### src/design/imu_ssr_pkg.sv
// Package with types, constants and the step program of the IMU scale and rotate unit.
`default_nettype none

package imu_ssr_pkg;

    localparam int OUTPUT_FRACTION_BITS_DEFAULT = 16;
    localparam int INNER_FRAC   = 24;
    localparam int Q14_SHIFT    = 14;
    localparam int SCALE_SHIFT  = 22;

    localparam int ACC_W      = 64;
    localparam int OP_A_W     = 48;
    localparam int OP_B_W     = 16;
    localparam int V_W        = 38;
    localparam int P_W        = 40;
    localparam int SENS_W     = 29;
    localparam int RES_W      = 32;
    localparam int RAW_W      = 16;
    localparam int IN_DATA_W  = 48;
    localparam int OUT_DATA_W = 6 * RES_W;
    localparam int CFG_ADDR_W = 3;
    localparam int CFG_DATA_W = 64;
    localparam int GAINS_W    = 48;
    localparam int RANGE_W    = 2;
    localparam int NUM_STEPS  = 30;
    localparam int STEP_W     = 5;

    localparam logic [CFG_ADDR_W-1:0] REG_GYRO_RANGE   = 3'd0;
    localparam logic [CFG_ADDR_W-1:0] REG_ACCEL_RANGE  = 3'd1;
    localparam logic [CFG_ADDR_W-1:0] REG_GYRO_GAINS   = 3'd2;
    localparam logic [CFG_ADDR_W-1:0] REG_ACCEL_GAINS  = 3'd3;
    localparam logic [CFG_ADDR_W-1:0] REG_MOUNT_ROT    = 3'd4;

    localparam logic [RANGE_W-1:0]    GYRO_RANGE_RESET  = 2'd2;
    localparam logic [RANGE_W-1:0]    ACCEL_RANGE_RESET = 2'd1;
    localparam logic [GAINS_W-1:0]    GAINS_RESET       = 48'h4000_4000_4000;
    localparam logic [CFG_DATA_W-1:0] MOUNT_ROT_RESET   = 64'h4000_0000_0000_0000;

    typedef enum logic [3:0] {
        A_SENS, A_ACC, A_V0, A_V1, A_V2, A_P0, A_P1, A_P2, A_P3
    } a_sel_t;

    typedef enum logic [3:0] {
        B_RAW0, B_RAW1, B_RAW2, B_GAIN0, B_GAIN1, B_GAIN2, B_W, B_UX, B_UY, B_UZ
    } b_sel_t;

    typedef enum logic [1:0] {
        OP_LOAD_POS, OP_LOAD_NEG, OP_ADD, OP_SUB
    } acc_op_t;

    typedef enum logic [1:0] {
        RND_NONE, RND_SCALE, RND_ROT, RND_OUT
    } rnd_t;

    typedef enum logic [3:0] {
        D_NONE, D_V0, D_V1, D_V2, D_P0, D_P1, D_P2, D_P3, D_R0, D_R1, D_R2
    } dest_t;

    typedef struct packed {
        a_sel_t  a_sel;
        b_sel_t  b_sel;
        acc_op_t op;
        rnd_t    rnd;
        dest_t   dest;
    } step_t;

    typedef struct packed {
        logic    mul_en;
        logic    acc_en;
        a_sel_t  a_sel;
        b_sel_t  b_sel;
        acc_op_t op;
        rnd_t    rnd;
        logic    wb_en;
        dest_t   wb_dest;
        logic    deliver;
    } ctrl_t;

    function automatic logic [SENS_W-1:0] gyro_sens(input logic [RANGE_W-1:0] code);
        logic [SENS_W-1:0] s;
        unique case (code)
            2'd0:    s = 29'd286331153;
            2'd1:    s = 29'd143165577;
            2'd2:    s = 29'd71582788;
            default: s = 29'd35791394;
        endcase
        return s;
    endfunction

    // Range code three falls back to the widest range.
    function automatic logic [SENS_W-1:0] accel_sens(input logic [RANGE_W-1:0] code);
        logic [SENS_W-1:0] s;
        unique case (code)
            2'd0:    s = 29'd2570754;
            2'd1:    s = 29'd5141509;
            default: s = 29'd10283018;
        endcase
        return s;
    endfunction

    function automatic step_t mk_step(input a_sel_t a, input b_sel_t b, input acc_op_t op,
                                      input rnd_t rnd, input dest_t d);
        step_t s;
        s.a_sel = a;
        s.b_sel = b;
        s.op    = op;
        s.rnd   = rnd;
        s.dest  = d;
        return s;
    endfunction

    // Scaling of the three axes, then p = q (0,v), then the vector part of p conj(q).
    function automatic step_t step_prog(input logic [STEP_W-1:0] idx);
        step_t s;
        unique case (idx)
            5'd0:    s = mk_step(A_SENS, B_RAW0,  OP_LOAD_POS, RND_NONE,  D_NONE);
            5'd1:    s = mk_step(A_ACC,  B_GAIN0, OP_LOAD_POS, RND_SCALE, D_V0);
            5'd2:    s = mk_step(A_SENS, B_RAW1,  OP_LOAD_POS, RND_NONE,  D_NONE);
            5'd3:    s = mk_step(A_ACC,  B_GAIN1, OP_LOAD_POS, RND_SCALE, D_V1);
            5'd4:    s = mk_step(A_SENS, B_RAW2,  OP_LOAD_POS, RND_NONE,  D_NONE);
            5'd5:    s = mk_step(A_ACC,  B_GAIN2, OP_LOAD_POS, RND_SCALE, D_V2);
            5'd6:    s = mk_step(A_V0,   B_UX,    OP_LOAD_NEG, RND_ROT,   D_NONE);
            5'd7:    s = mk_step(A_V1,   B_UY,    OP_SUB,      RND_ROT,   D_NONE);
            5'd8:    s = mk_step(A_V2,   B_UZ,    OP_SUB,      RND_ROT,   D_P0);
            5'd9:    s = mk_step(A_V0,   B_W,     OP_LOAD_POS, RND_ROT,   D_NONE);
            5'd10:   s = mk_step(A_V2,   B_UY,    OP_ADD,      RND_ROT,   D_NONE);
            5'd11:   s = mk_step(A_V1,   B_UZ,    OP_SUB,      RND_ROT,   D_P1);
            5'd12:   s = mk_step(A_V1,   B_W,     OP_LOAD_POS, RND_ROT,   D_NONE);
            5'd13:   s = mk_step(A_V0,   B_UZ,    OP_ADD,      RND_ROT,   D_NONE);
            5'd14:   s = mk_step(A_V2,   B_UX,    OP_SUB,      RND_ROT,   D_P2);
            5'd15:   s = mk_step(A_V2,   B_W,     OP_LOAD_POS, RND_ROT,   D_NONE);
            5'd16:   s = mk_step(A_V1,   B_UX,    OP_ADD,      RND_ROT,   D_NONE);
            5'd17:   s = mk_step(A_V0,   B_UY,    OP_SUB,      RND_ROT,   D_P3);
            5'd18:   s = mk_step(A_P0,   B_UX,    OP_LOAD_NEG, RND_OUT,   D_NONE);
            5'd19:   s = mk_step(A_P1,   B_W,     OP_ADD,      RND_OUT,   D_NONE);
            5'd20:   s = mk_step(A_P2,   B_UZ,    OP_SUB,      RND_OUT,   D_NONE);
            5'd21:   s = mk_step(A_P3,   B_UY,    OP_ADD,      RND_OUT,   D_R0);
            5'd22:   s = mk_step(A_P0,   B_UY,    OP_LOAD_NEG, RND_OUT,   D_NONE);
            5'd23:   s = mk_step(A_P2,   B_W,     OP_ADD,      RND_OUT,   D_NONE);
            5'd24:   s = mk_step(A_P3,   B_UX,    OP_SUB,      RND_OUT,   D_NONE);
            5'd25:   s = mk_step(A_P1,   B_UZ,    OP_ADD,      RND_OUT,   D_R1);
            5'd26:   s = mk_step(A_P0,   B_UZ,    OP_LOAD_NEG, RND_OUT,   D_NONE);
            5'd27:   s = mk_step(A_P3,   B_W,     OP_ADD,      RND_OUT,   D_NONE);
            5'd28:   s = mk_step(A_P1,   B_UY,    OP_SUB,      RND_OUT,   D_NONE);
            5'd29:   s = mk_step(A_P2,   B_UX,    OP_ADD,      RND_OUT,   D_R2);
            default: s = mk_step(A_SENS, B_RAW0,  OP_LOAD_POS, RND_NONE,  D_NONE);
        endcase
        return s;
    endfunction

endpackage

`default_nettype wire

### src/design/imu_ssr_mac.sv
// Shared multiply-accumulate unit with a registered product and a rounding preload.
`default_nettype none

module imu_ssr_mac #(
    parameter int OUTPUT_FRACTION_BITS = imu_ssr_pkg::OUTPUT_FRACTION_BITS_DEFAULT
) (
    input  wire                                      clk,
    input  wire imu_ssr_pkg::ctrl_t                  ctrl,
    input  wire logic signed [imu_ssr_pkg::OP_A_W-1:0] op_a,
    input  wire logic signed [imu_ssr_pkg::OP_B_W-1:0] op_b,
    output logic signed [imu_ssr_pkg::ACC_W-1:0]     acc
);
    import imu_ssr_pkg::*;

    localparam int OUT_SH = INNER_FRAC - OUTPUT_FRACTION_BITS;
    localparam logic signed [ACC_W-1:0] HALF_SCALE = 64'sd1 <<< (SCALE_SHIFT - 1);
    localparam logic signed [ACC_W-1:0] HALF_ROT   = 64'sd1 <<< (Q14_SHIFT - 1);
    localparam logic signed [ACC_W-1:0] HALF_OUT   =
        HALF_ROT + ((OUT_SH > 0) ? (64'sd1 <<< (Q14_SHIFT - 1 + OUT_SH)) : 64'sd0);

    logic signed [ACC_W-1:0] prod_full;
    logic signed [ACC_W-1:0] prod_reg;
    logic signed [ACC_W-1:0] acc_reg;
    logic signed [ACC_W-1:0] acc_next;
    logic signed [ACC_W-1:0] half;

    assign prod_full = op_a * op_b;

    always_comb
    begin
        unique case (ctrl.rnd)
            RND_NONE:  half = '0;
            RND_SCALE: half = HALF_SCALE;
            RND_ROT:   half = HALF_ROT;
            RND_OUT:   half = HALF_OUT;
            default:   half = '0;
        endcase
        unique case (ctrl.op)
            OP_LOAD_POS: acc_next = half + prod_reg;
            OP_LOAD_NEG: acc_next = half - prod_reg;
            OP_ADD:      acc_next = acc_reg + prod_reg;
            OP_SUB:      acc_next = acc_reg - prod_reg;
            default:     acc_next = acc_reg;
        endcase
    end

    always_ff @(posedge clk)
    begin
        if (ctrl.mul_en)
        begin
            prod_reg <= prod_full;
        end
        if (ctrl.acc_en)
        begin
            acc_reg <= acc_next;
        end
    end

    assign acc = acc_reg;

endmodule

`default_nettype wire

### src/design/imu_ssr_ctrl.sv
// Sequencer that steps the shared multiply-accumulate unit through one sample.
`default_nettype none

module imu_ssr_ctrl (
    input  wire                clk,
    input  wire                rst_n,
    input  wire                start,
    input  wire                is_accel,
    input  wire                out_free,
    output imu_ssr_pkg::ctrl_t ctrl,
    output logic               idle
);
    import imu_ssr_pkg::*;

    typedef enum logic [2:0] {
        ST_IDLE, ST_MUL, ST_ACC, ST_FINISH, ST_DELIVER
    } state_t;

    localparam logic [STEP_W-1:0] LAST_STEP = STEP_W'(NUM_STEPS - 1);

    state_t            state_reg;
    state_t            state_next;
    logic [STEP_W-1:0] step_reg;
    logic [STEP_W-1:0] step_next;
    dest_t             pend_reg;
    dest_t             pend_next;
    step_t             prog;

    always_comb
    begin
        prog       = step_prog(step_reg);
        ctrl       = '0;
        state_next = state_reg;
        step_next  = step_reg;
        pend_next  = pend_reg;
        unique case (state_reg)
            ST_IDLE:
            begin
                if (start)
                begin
                    state_next = ST_MUL;
                    step_next  = '0;
                    pend_next  = D_NONE;
                end
            end
            ST_MUL:
            begin
                ctrl.mul_en  = 1'b1;
                ctrl.a_sel   = prog.a_sel;
                ctrl.b_sel   = prog.b_sel;
                ctrl.wb_en   = (pend_reg != D_NONE);
                ctrl.wb_dest = pend_reg;
                pend_next    = D_NONE;
                state_next   = ST_ACC;
            end
            ST_ACC:
            begin
                ctrl.acc_en = 1'b1;
                ctrl.op     = prog.op;
                ctrl.rnd    = prog.rnd;
                pend_next   = prog.dest;
                if (step_reg == LAST_STEP)
                begin
                    state_next = ST_FINISH;
                end
                else
                begin
                    step_next  = step_reg + 1'b1;
                    state_next = ST_MUL;
                end
            end
            ST_FINISH:
            begin
                ctrl.wb_en   = (pend_reg != D_NONE);
                ctrl.wb_dest = pend_reg;
                pend_next    = D_NONE;
                state_next   = ST_DELIVER;
            end
            ST_DELIVER:
            begin
                if (!is_accel)
                begin
                    state_next = ST_IDLE;
                end
                else if (out_free)
                begin
                    ctrl.deliver = 1'b1;
                    state_next   = ST_IDLE;
                end
            end
            default:
            begin
                state_next = ST_IDLE;
            end
        endcase
    end

    always_ff @(posedge clk or negedge rst_n)
    begin
        if (!rst_n)
        begin
            state_reg <= ST_IDLE;
            step_reg  <= '0;
            pend_reg  <= D_NONE;
        end
        else
        begin
            state_reg <= state_next;
            step_reg  <= step_next;
            pend_reg  <= pend_next;
        end
    end

    assign idle = (state_reg == ST_IDLE);

endmodule

`default_nettype wire

### src/design/imu_sample_scale_rotate_unit.sv
// Requests are taken only while the sequencer is idle, so one is processed at a time: the
// 30 multiply steps of the single shared multiplier, each a multiply state and an accumulate
// state, and for an accelerometer request the delivery, which a stalled output delays.
// Reset: asynchronous, active low; loads the register defaults, clears the held rate to zero
// and empties the output register.
`default_nettype none

module imu_sample_scale_rotate_unit #(
    parameter int OUTPUT_FRACTION_BITS = imu_ssr_pkg::OUTPUT_FRACTION_BITS_DEFAULT
) (
    input  wire                                        clk,
    input  wire                                        rst_n,
    input  wire                                        s_tvalid,
    output logic                                       s_tready,
    // x_msb, x_lsb, y_msb, y_lsb, z_msb, z_lsb from the lowest bit up
    input  wire [imu_ssr_pkg::IN_DATA_W-1:0]           s_tdata,
    // action
    input  wire                                        s_tuser,
    output logic                                       m_tvalid,
    input  wire                                        m_tready,
    // rate_x, rate_y, rate_z, accel_x, accel_y, accel_z from the lowest bit up
    output logic [imu_ssr_pkg::OUT_DATA_W-1:0]         m_tdata,
    input  wire                                        cfg_we,
    input  wire [imu_ssr_pkg::CFG_ADDR_W-1:0]          cfg_addr,
    input  wire [imu_ssr_pkg::CFG_DATA_W-1:0]          cfg_data
);
    import imu_ssr_pkg::*;

    localparam int OUT_SH = INNER_FRAC - OUTPUT_FRACTION_BITS;
    localparam logic signed [ACC_W-1:0] SAT_MAX = 64'sh0000_0000_7FFF_FFFF;
    localparam logic signed [ACC_W-1:0] SAT_MIN = 64'shFFFF_FFFF_8000_0000;

    logic [RANGE_W-1:0]    gyro_range_reg;
    logic [RANGE_W-1:0]    accel_range_reg;
    logic [GAINS_W-1:0]    gyro_gains_reg;
    logic [GAINS_W-1:0]    accel_gains_reg;
    logic [CFG_DATA_W-1:0] mount_rot_reg;

    logic                     action_reg;
    logic signed [RAW_W-1:0]  raw_reg [3];
    logic signed [V_W-1:0]    v_reg [3];
    logic signed [P_W-1:0]    p_reg [4];
    logic signed [RES_W-1:0]  accel_res_reg [3];
    logic signed [RES_W-1:0]  held_rate_reg [3];
    logic [OUT_DATA_W-1:0]    out_data_reg;
    logic                     out_valid_reg;

    ctrl_t                    ctrl;
    logic                     idle;
    logic                     accept;
    logic                     out_free;
    logic [GAINS_W-1:0]       gains_sel;
    logic [SENS_W-1:0]        sens_sel;
    logic signed [OP_A_W-1:0] op_a;
    logic signed [OP_B_W-1:0] op_b;
    logic signed [ACC_W-1:0]  acc;
    logic signed [ACC_W-1:0]  r_full;
    logic signed [RES_W-1:0]  r_sat;
    logic signed [V_W-1:0]    v_wb;
    logic signed [P_W-1:0]    p_wb;

    assign accept   = s_tvalid && s_tready;
    assign s_tready = idle;
    assign out_free = !out_valid_reg || m_tready;
    assign m_tvalid = out_valid_reg;
    assign m_tdata  = out_data_reg;

    always_ff @(posedge clk or negedge rst_n)
    begin
        if (!rst_n)
        begin
            gyro_range_reg  <= GYRO_RANGE_RESET;
            accel_range_reg <= ACCEL_RANGE_RESET;
            gyro_gains_reg  <= GAINS_RESET;
            accel_gains_reg <= GAINS_RESET;
            mount_rot_reg   <= MOUNT_ROT_RESET;
        end
        else if (cfg_we)
        begin
            unique case (cfg_addr)
                REG_GYRO_RANGE:  gyro_range_reg  <= cfg_data[RANGE_W-1:0];
                REG_ACCEL_RANGE: accel_range_reg <= cfg_data[RANGE_W-1:0];
                REG_GYRO_GAINS:  gyro_gains_reg  <= cfg_data[GAINS_W-1:0];
                REG_ACCEL_GAINS: accel_gains_reg <= cfg_data[GAINS_W-1:0];
                REG_MOUNT_ROT:   mount_rot_reg   <= cfg_data;
                default:
                begin
                end
            endcase
        end
    end

    imu_ssr_ctrl u_ctrl (
        .clk      (clk),
        .rst_n    (rst_n),
        .start    (accept),
        .is_accel (action_reg),
        .out_free (out_free),
        .ctrl     (ctrl),
        .idle     (idle)
    );

    assign gains_sel = action_reg ? accel_gains_reg : gyro_gains_reg;
    assign sens_sel  = action_reg ? accel_sens(accel_range_reg) : gyro_sens(gyro_range_reg);

    always_comb
    begin
        unique case (ctrl.a_sel)
            A_SENS:  op_a = $signed(OP_A_W'(sens_sel));
            A_ACC:   op_a = acc[OP_A_W-1:0];
            A_V0:    op_a = OP_A_W'(v_reg[0]);
            A_V1:    op_a = OP_A_W'(v_reg[1]);
            A_V2:    op_a = OP_A_W'(v_reg[2]);
            A_P0:    op_a = OP_A_W'(p_reg[0]);
            A_P1:    op_a = OP_A_W'(p_reg[1]);
            A_P2:    op_a = OP_A_W'(p_reg[2]);
            A_P3:    op_a = OP_A_W'(p_reg[3]);
            default: op_a = '0;
        endcase
        unique case (ctrl.b_sel)
            B_RAW0:  op_b = raw_reg[0];
            B_RAW1:  op_b = raw_reg[1];
            B_RAW2:  op_b = raw_reg[2];
            B_GAIN0: op_b = gains_sel[47:32];
            B_GAIN1: op_b = gains_sel[31:16];
            B_GAIN2: op_b = gains_sel[15:0];
            B_W:     op_b = mount_rot_reg[63:48];
            B_UX:    op_b = mount_rot_reg[47:32];
            B_UY:    op_b = mount_rot_reg[31:16];
            B_UZ:    op_b = mount_rot_reg[15:0];
            default: op_b = '0;
        endcase
    end

    imu_ssr_mac #(
        .OUTPUT_FRACTION_BITS (OUTPUT_FRACTION_BITS)
    ) u_mac (
        .clk  (clk),
        .ctrl (ctrl),
        .op_a (op_a),
        .op_b (op_b),
        .acc  (acc)
    );

    // The rounding offset was preloaded into the accumulator, so each write-back is a plain shift.
    assign v_wb   = V_W'(acc >>> SCALE_SHIFT);
    assign p_wb   = P_W'(acc >>> Q14_SHIFT);
    assign r_full = acc >>> (Q14_SHIFT + OUT_SH);

    always_comb
    begin
        priority if (r_full > SAT_MAX)
        begin
            r_sat = SAT_MAX[RES_W-1:0];
        end
        else if (r_full < SAT_MIN)
        begin
            r_sat = SAT_MIN[RES_W-1:0];
        end
        else
        begin
            r_sat = r_full[RES_W-1:0];
        end
    end

    always_ff @(posedge clk)
    begin
        if (accept)
        begin
            action_reg <= s_tuser;
            raw_reg[0] <= {s_tdata[7:0], s_tdata[15:8]};
            raw_reg[1] <= {s_tdata[23:16], s_tdata[31:24]};
            raw_reg[2] <= {s_tdata[39:32], s_tdata[47:40]};
        end
        if (ctrl.wb_en)
        begin
            unique case (ctrl.wb_dest)
                D_V0: v_reg[0] <= v_wb;
                D_V1: v_reg[1] <= v_wb;
                D_V2: v_reg[2] <= v_wb;
                D_P0: p_reg[0] <= p_wb;
                D_P1: p_reg[1] <= p_wb;
                D_P2: p_reg[2] <= p_wb;
                D_P3: p_reg[3] <= p_wb;
                D_R0: accel_res_reg[0] <= r_sat;
                D_R1: accel_res_reg[1] <= r_sat;
                D_R2: accel_res_reg[2] <= r_sat;
                default:
                begin
                end
            endcase
        end
    end

    // Only a gyro request updates the held rate; a gyro request delivers no output.
    always_ff @(posedge clk or negedge rst_n)
    begin
        if (!rst_n)
        begin
            held_rate_reg[0] <= '0;
            held_rate_reg[1] <= '0;
            held_rate_reg[2] <= '0;
        end
        else if (ctrl.wb_en && !action_reg)
        begin
            unique case (ctrl.wb_dest)
                D_R0: held_rate_reg[0] <= r_sat;
                D_R1: held_rate_reg[1] <= r_sat;
                D_R2: held_rate_reg[2] <= r_sat;
                default:
                begin
                end
            endcase
        end
    end

    always_ff @(posedge clk or negedge rst_n)
    begin
        if (!rst_n)
        begin
            out_valid_reg <= 1'b0;
        end
        else if (ctrl.deliver)
        begin
            out_valid_reg <= 1'b1;
        end
        else if (m_tready)
        begin
            out_valid_reg <= 1'b0;
        end
    end

    always_ff @(posedge clk)
    begin
        if (ctrl.deliver)
        begin
            out_data_reg <= {accel_res_reg[2], accel_res_reg[1], accel_res_reg[0],
                             held_rate_reg[2], held_rate_reg[1], held_rate_reg[0]};
        end
    end

endmodule

`default_nettype wire

### config.mk
export PLATFORM = sky130hd
export DESIGN_NAME = imu_sample_scale_rotate_unit
export DESIGN_NICKNAME = d
export VERILOG_FILES = /design/src/design/imu_ssr_pkg.sv /design/src/design/imu_ssr_mac.sv /design/src/design/imu_ssr_ctrl.sv /design/src/design/imu_sample_scale_rotate_unit.sv
export SDC_FILE = /design/constraint.sdc
export NUM_CORES = 2
export LEC_CHECK = 0
export ABC_AREA = 0
export CAP_MARGIN = 20
export CELL_PAD_IN_SITES_DETAIL_PLACEMENT = 1
export CELL_PAD_IN_SITES_GLOBAL_PLACEMENT = 1
export CORE_UTILIZATION = 45
export DETAILED_ROUTE_END_ITERATION = 7
export DONT_BUFFER_PORTS = 1
export HOLD_SLACK_MARGIN = 0.06
export PLACE_DENSITY_LB_ADDON = 0.1
export SYNTH_ARGS = -nofsm -noshare
export SYNTH_HDL_FRONTEND = slang
export SYNTH_SLANG_ARGS = --single-unit
### constraint.sdc
create_clock -name clk -period 12.35 [get_ports clk]
set_input_delay 1.235 -clock clk [delete_from_list [all_inputs] [get_ports clk]]
set_output_delay 1.235 -clock clk [all_outputs]
set_load 0.02 [all_outputs]
== Word-level counts from Yosys, hierarchy flattened ==
Memories as Yosys holds them, arrays and structs flattened. A register that Yosys moved wholly into a read port is not among the register bits.
Index checks and enable logic that the tools add are counted.
Word-level totals
  input port bits: 121
  bits in latches: 0
  logic and storage cells: 196
  memories: 5
  output and inout port bits: 194
  register bits after elaboration: 594
  bits in read-only memories: 512
  memory bits (writable): 418
Cells by class
  order comparisons: 2
  add/sub/neg operators: 5
  div/mod/pow operators: 0
  reductions and logical operators: 36
  bitwise logic cells: 0
  equal/unequal tests: 48
  shift-type cells: 0
  muxes and demuxes: 83
  multiply operators: 1
Memory list
  (name not given): words 32, bits a word 16, read ports 1, clocked after memory_dff 0, write ports 0, line imu_ssr_pkg.sv:115  | unique case (idx)
  p_reg: words 4, bits a word 40, read ports 4, clocked after memory_dff 0, write ports 1, line imu_sample_scale_rotate_unit.sv:42  | logic signed [P_W-1:0] p_reg [4];
  v_reg: words 3, bits a word 38, read ports 3, clocked after memory_dff 0, write ports 1, line imu_sample_scale_rotate_unit.sv:41  | logic signed [V_W-1:0] v_reg [3];
  accel_res_reg: words 3, bits a word 32, read ports 3, clocked after memory_dff 3, write ports 1, line imu_sample_scale_rotate_unit.sv:43  | logic signed [RES_W-1:0] accel_res_reg [3];
  raw_reg: words 3, bits a word 16, read ports 3, clocked after memory_dff 0, write ports 3, line imu_sample_scale_rotate_unit.sv:40  | logic signed [RAW_W-1:0] raw_reg [3];
Operator list (count)
  64-bit one-hot mux with 4 select lines: 2
  48-bit one-hot mux with 9 select lines: 1
  16-bit one-hot mux with 10 select lines: 1
  64-bit adder: 2
  32-bit 2-to-1 mux: 4
  64-bit subtractor: 2
  40-bit 2-to-1 mux: 3
  40-bit OR reduction: 3
  29-bit one-hot mux with 3 select lines: 1
  38-bit 2-to-1 mux: 2
  38-bit OR reduction: 2
  48-bit by 16-bit multiplier with 64-bit output: 1
  32-bit OR reduction: 2
  4-bit by 3-bit == test with 1-bit output, second input constant: 12
  48-bit 2-to-1 mux: 1
  24-bit one-hot mux with 2 select lines: 1
  1-bit 2-to-1 mux: 46
  42-bit by 32-bit > comparator with 1-bit output, second input constant: 1
  42-bit by 32-bit less-than comparator with 1-bit output, second input constant: 1
  29-bit 2-to-1 mux: 1
  4-bit by 2-bit == test with 1-bit output, second input constant: 6
  4-bit == test, second input constant: 6
  2-bit AND reduction: 10
  2-bit 2-to-1 mux: 8
  29 further kinds: 56

== Longest topological paths before layout ==
  word-level depth: 11
  depth in mapped cells: 43
  depth with buffers taken out: 37

== Modules after synthesis ==
Synthesis repeated with hierarchy kept, for this count alone.
Unflattened totals
  cell total of the unflattened synthesis: 6789
  area total of the unflattened synthesis: 73295.3 um^2
By module, submodules not included
  imu_ssr_mac: times used 1, seq. area each 3843.7 um^2, cells an instance 4623, area an instance 39201.3 um^2
  imu_sample_scale_rotate_unit: times used 1, seq. area each 24890.1 um^2, cells an instance 1995, area an instance 32856.5 um^2
  imu_ssr_ctrl: times used 1, seq. area each 300.3 um^2, cells an instance 171, area an instance 1237.4 um^2

== Worst setup path before layout ==
No wires, ideal clock.
  path type: reg-to-reg
  start: register action_reg
  end: register out_data_reg[0] (netlist: m_tdata[0]), enable pin
  setup slack: 1.175 ns
  setup time: 0.769 ns
  period minus slack after synthesis: 11.175 ns
  data required time: 11.581 ns
  arrival time: 10.406 ns
  buffers on the path: 4
  cell stages (with the launch flop): 7
  cell sequence: edfxtp_1 > clkbuf_1 > clkbuf_1 > clkbuf_1 > clkbuf_1 > nand3_1 > nor2b_1
RTL lines
  from (decl): line imu_sample_scale_rotate_unit.sv:39  | logic action_reg;
  from (signal assigned): line imu_sample_scale_rotate_unit.sv:170  | action_reg <= s_tuser;
  to (signal assigned): line imu_sample_scale_rotate_unit.sv:237  | out_data_reg <= {accel_res_reg[2], accel_res_reg[1], accel_res_reg[0],
  to (decl): line imu_sample_scale_rotate_unit.sv:45  | logic [OUT_DATA_W-1:0] out_data_reg;

== Worst setup path after layout ==
  start: register u_ctrl.step_reg[1]
  end: register u_mac.prod_reg[62] (data pin)
On the way
  word-level cells in the longest chain between the ends: 5
  elaborated cells between the ends (all ways): 24
  those cells by class: 1 x mul; 17 x eq/ne; 3 x mux; 2 x reduce/logical; 1 x memory
RTL lines
  from (decl): line imu_ssr_ctrl.sv:23  | logic [STEP_W-1:0] step_reg;
  from (signal assigned): line imu_ssr_ctrl.sv:109  | step_reg <= step_next;
  memory 32 x 16 bit *
  8-bit 2-to-1 mux *: line imu_ssr_ctrl.sv:36  | unique case (state_reg)
  4-bit == test (tied with other cells): line imu_sample_scale_rotate_unit.sv:120  | unique case (ctrl.b_sel)
  16-bit one-hot mux with 10 select lines or 48-bit one-hot mux with 9 select lines (tied branches): line imu_sample_scale_rotate_unit.sv:120, imu_sample_scale_rotate_unit.sv:108
  48-bit by 16-bit multiplier with 64-bit output *: line imu_ssr_mac.sv:27  | assign prod_full = op_a * op_b;
  net u_mac.prod_full[62]: line imu_ssr_mac.sv:21  | logic signed [ACC_W-1:0] prod_full;
  to (signal assigned): line imu_ssr_mac.sv:51  | prod_reg <= prod_full;
  to (decl): line imu_ssr_mac.sv:22  | logic signed [ACC_W-1:0] prod_reg;
Mark *: on every way through the listed nets, which the timed path passes. The rest lies on a longest branch.
A chain may end at the register's enable or synchronous reset.

==> impl_metrics.toml <==
[worst_setup_path]
cp-start-kind = "flop"
crit_path_max_incr_delay_ns = 0.84
critPathRequiredTime_ns = 12.83
cp_slowest_cell = "or4_2"
endpoint_kind = "flop"
r2r_setup_slack_ns = 0.76
timing_worst_setup_path_type = "reg2reg"
crit_family = "compound AO/OA/AOI/OAI gates"
path_buf_inv = 6
cp.arrival_ns = 12.07
worst-path-stages = 36
path_max_fanout = 37
crit_top_cell = "fa_1"
reg2regPathDepth = 36

[clock_network]
cts_root_buf = "clkbuf_16"
htreeDepth = 3
clockBufferDepth = 3
clk_pin_slew_ns = 0.06
cts.sinks = 1012
worstSkewPairLatency_ns = 0.75
cts_tree = "yes"
cts_buffers = 105
postCtsHoldBufs = 0
cts.repair.resized = 0
post_cts_buffers = 0

[placed_design]
hpwl_mm = 188
place_congestion = 0.918
placement.io_buffers = 0
pre_cts_slack_ns = 0.920

[sta]
setup_violations = 0
hold_ws_ns = 0.214
setup_slack_ns = 0.765
worstMarginPinSlew_ns = 1.22
rsz0062_at_grt = "no"
maxSlewViolCount = 0
slew_headroom_pct = 18.8
finalHoldViolations = 0
fin_crit_sh_pct = 93.8
min_period_ns = 11.59
fin_skew_ns = 0.0688
setup_tns_ns = 0
fmax_mhz = 86.3

[floorplan]
start_util_pct = 45.3
die_area_um2 = 161000
ios = 315
fp.coreArea_um2 = 158000
die_h_um = 401
rows = 146
die_w_um = 401

[logic_synthesis]
avgSynthCellArea_um2 = 10.6
synth_nets = 7804
yosys_most_used_dff = "edfxtp_1"
syn_inst = 6752
ys_types = 96
ys_warn_count = 0
synth_area_um2 = 71800
ys_seq_elements = 1012
synth-edff-count = 739
synthArstFlopShare_pct = 27.0
yosysSeqAreaShare_pct = 40.5

[global_routing]
overflow = 0
antenna_found_initial = 10
grt_max_degree = 274
grt_pass1_wl_mm = 370
grt_pass1_vias = 55240
grtUsageTotal_pct = 31.0

[min_path]
hp-class = "in2async"

[layout]
fin_util_pct = 49.4
area_delta_synth_final_pct = 8.95
most-common-layout-cells = "880 x inv_1, 769 x nand2_1, 739 x edfxtp_1"
finish.net_count = 7703
largest_register_ffs = 192
drive_above_1_share_pct = 8.98
layout_commonest_cell = "inv_1"

[route]
ant_nets = 0
avgRoutedWirePerCell_um = 28.1
drc = 0
viasPerCell = 5.86
initialDrtViolationCount = 4544
drtPass1Iterations = 5
dr_total_vias = 51594
routed_wl_mm = 247

[run_status]
status = "finished clean"

[flow_run]
maxCapViolCount = 0
kinds of logic after synthesis:
kind of cell             Yosys count  share of synthesized area, %
AND/OR/NAND/NOR                 1937                          12.1
multiplexers                     234                          3.58
buffers and inverters           1249                          6.57
flip-flops                      1012                          40.5
XOR/XNOR                         316                          3.86
adder cells (fa/ha/maj)          931                          23.7
AO/OA/AOI/OAI                   1073                          9.76
metrics by stage:
stage | instance area, um2 | std cells
global placement | 74600 | 8611
floorplan | 71800 | 6752
detailed placement | 74600 | 8612
CTS | 78100 | 8803
finish | 78200 | 8808
global route | 78200 | 8807
synthesized netlist by cell type (all sizes together), types with 139 or more instances:
library cell  number  area share (%)
xor2             139             1.7
o21ai            278             1.9
mux2             169             2.7
clkbuf           315             1.6
nor2             616             3.2
edfxtp           739              31
nand2            770             4.0
a21oi            273             1.9
inv              881             4.6
xnor2            177             2.2
ha               219             3.8
fa               712              20
dfrtp            264             9.2
worst paths after layout:
kind	from	endpoint
max	u_ctrl.step_reg[1]	u_mac.prod_reg[62]
min reg2reg	accel_res_reg[0][93]	m_tdata[189]
max reg2reg	u_ctrl.step_reg[1]	u_mac.prod_reg[62]
max in group asynchronous	rst_n	held_rate_reg[14]
min in group clk	accel_res_reg[0][93]	m_tdata[189]
min	rst_n	accel_gains_reg[22]
metal layers:
metal	global-route usage, %	vias to the layer above	wire [um]
met4	14.0	6	12300
met5	0	-	46
li1	-	22412	-
met1	41.6	26926	104000
met2	49.8	1845	115000
met3	4.68	405	16500
worst reg2reg max path, delay by kind of cell (launching register included):
kind	cells	cell delay, ns
AND/OR/NAND/NOR	6	1.93
XOR/XNOR	1	0.09
flip-flops	1	0.70
adder cells (fa/ha/maj)	8	3.72
buffers and inverters	6	1.16
AO/OA/AOI/OAI	15	3.79
area by class of cell:
type / count / area [um2]
antenna: 1 / 2.50
sequential: 1012 / 29000
multi-input combinational: 4491 / 38400
clock inverter: 65 / 766
fill: 16901 / 80200
timing repair buffer: 159 / 1320
clock buffer: 126 / 2800
inverter: 882 / 3310
tap: 2072 / 2590
Power is left out: the tool's default activity adds up to more than one toggle a clock period on the data nets, which glitch-free logic cannot reach.
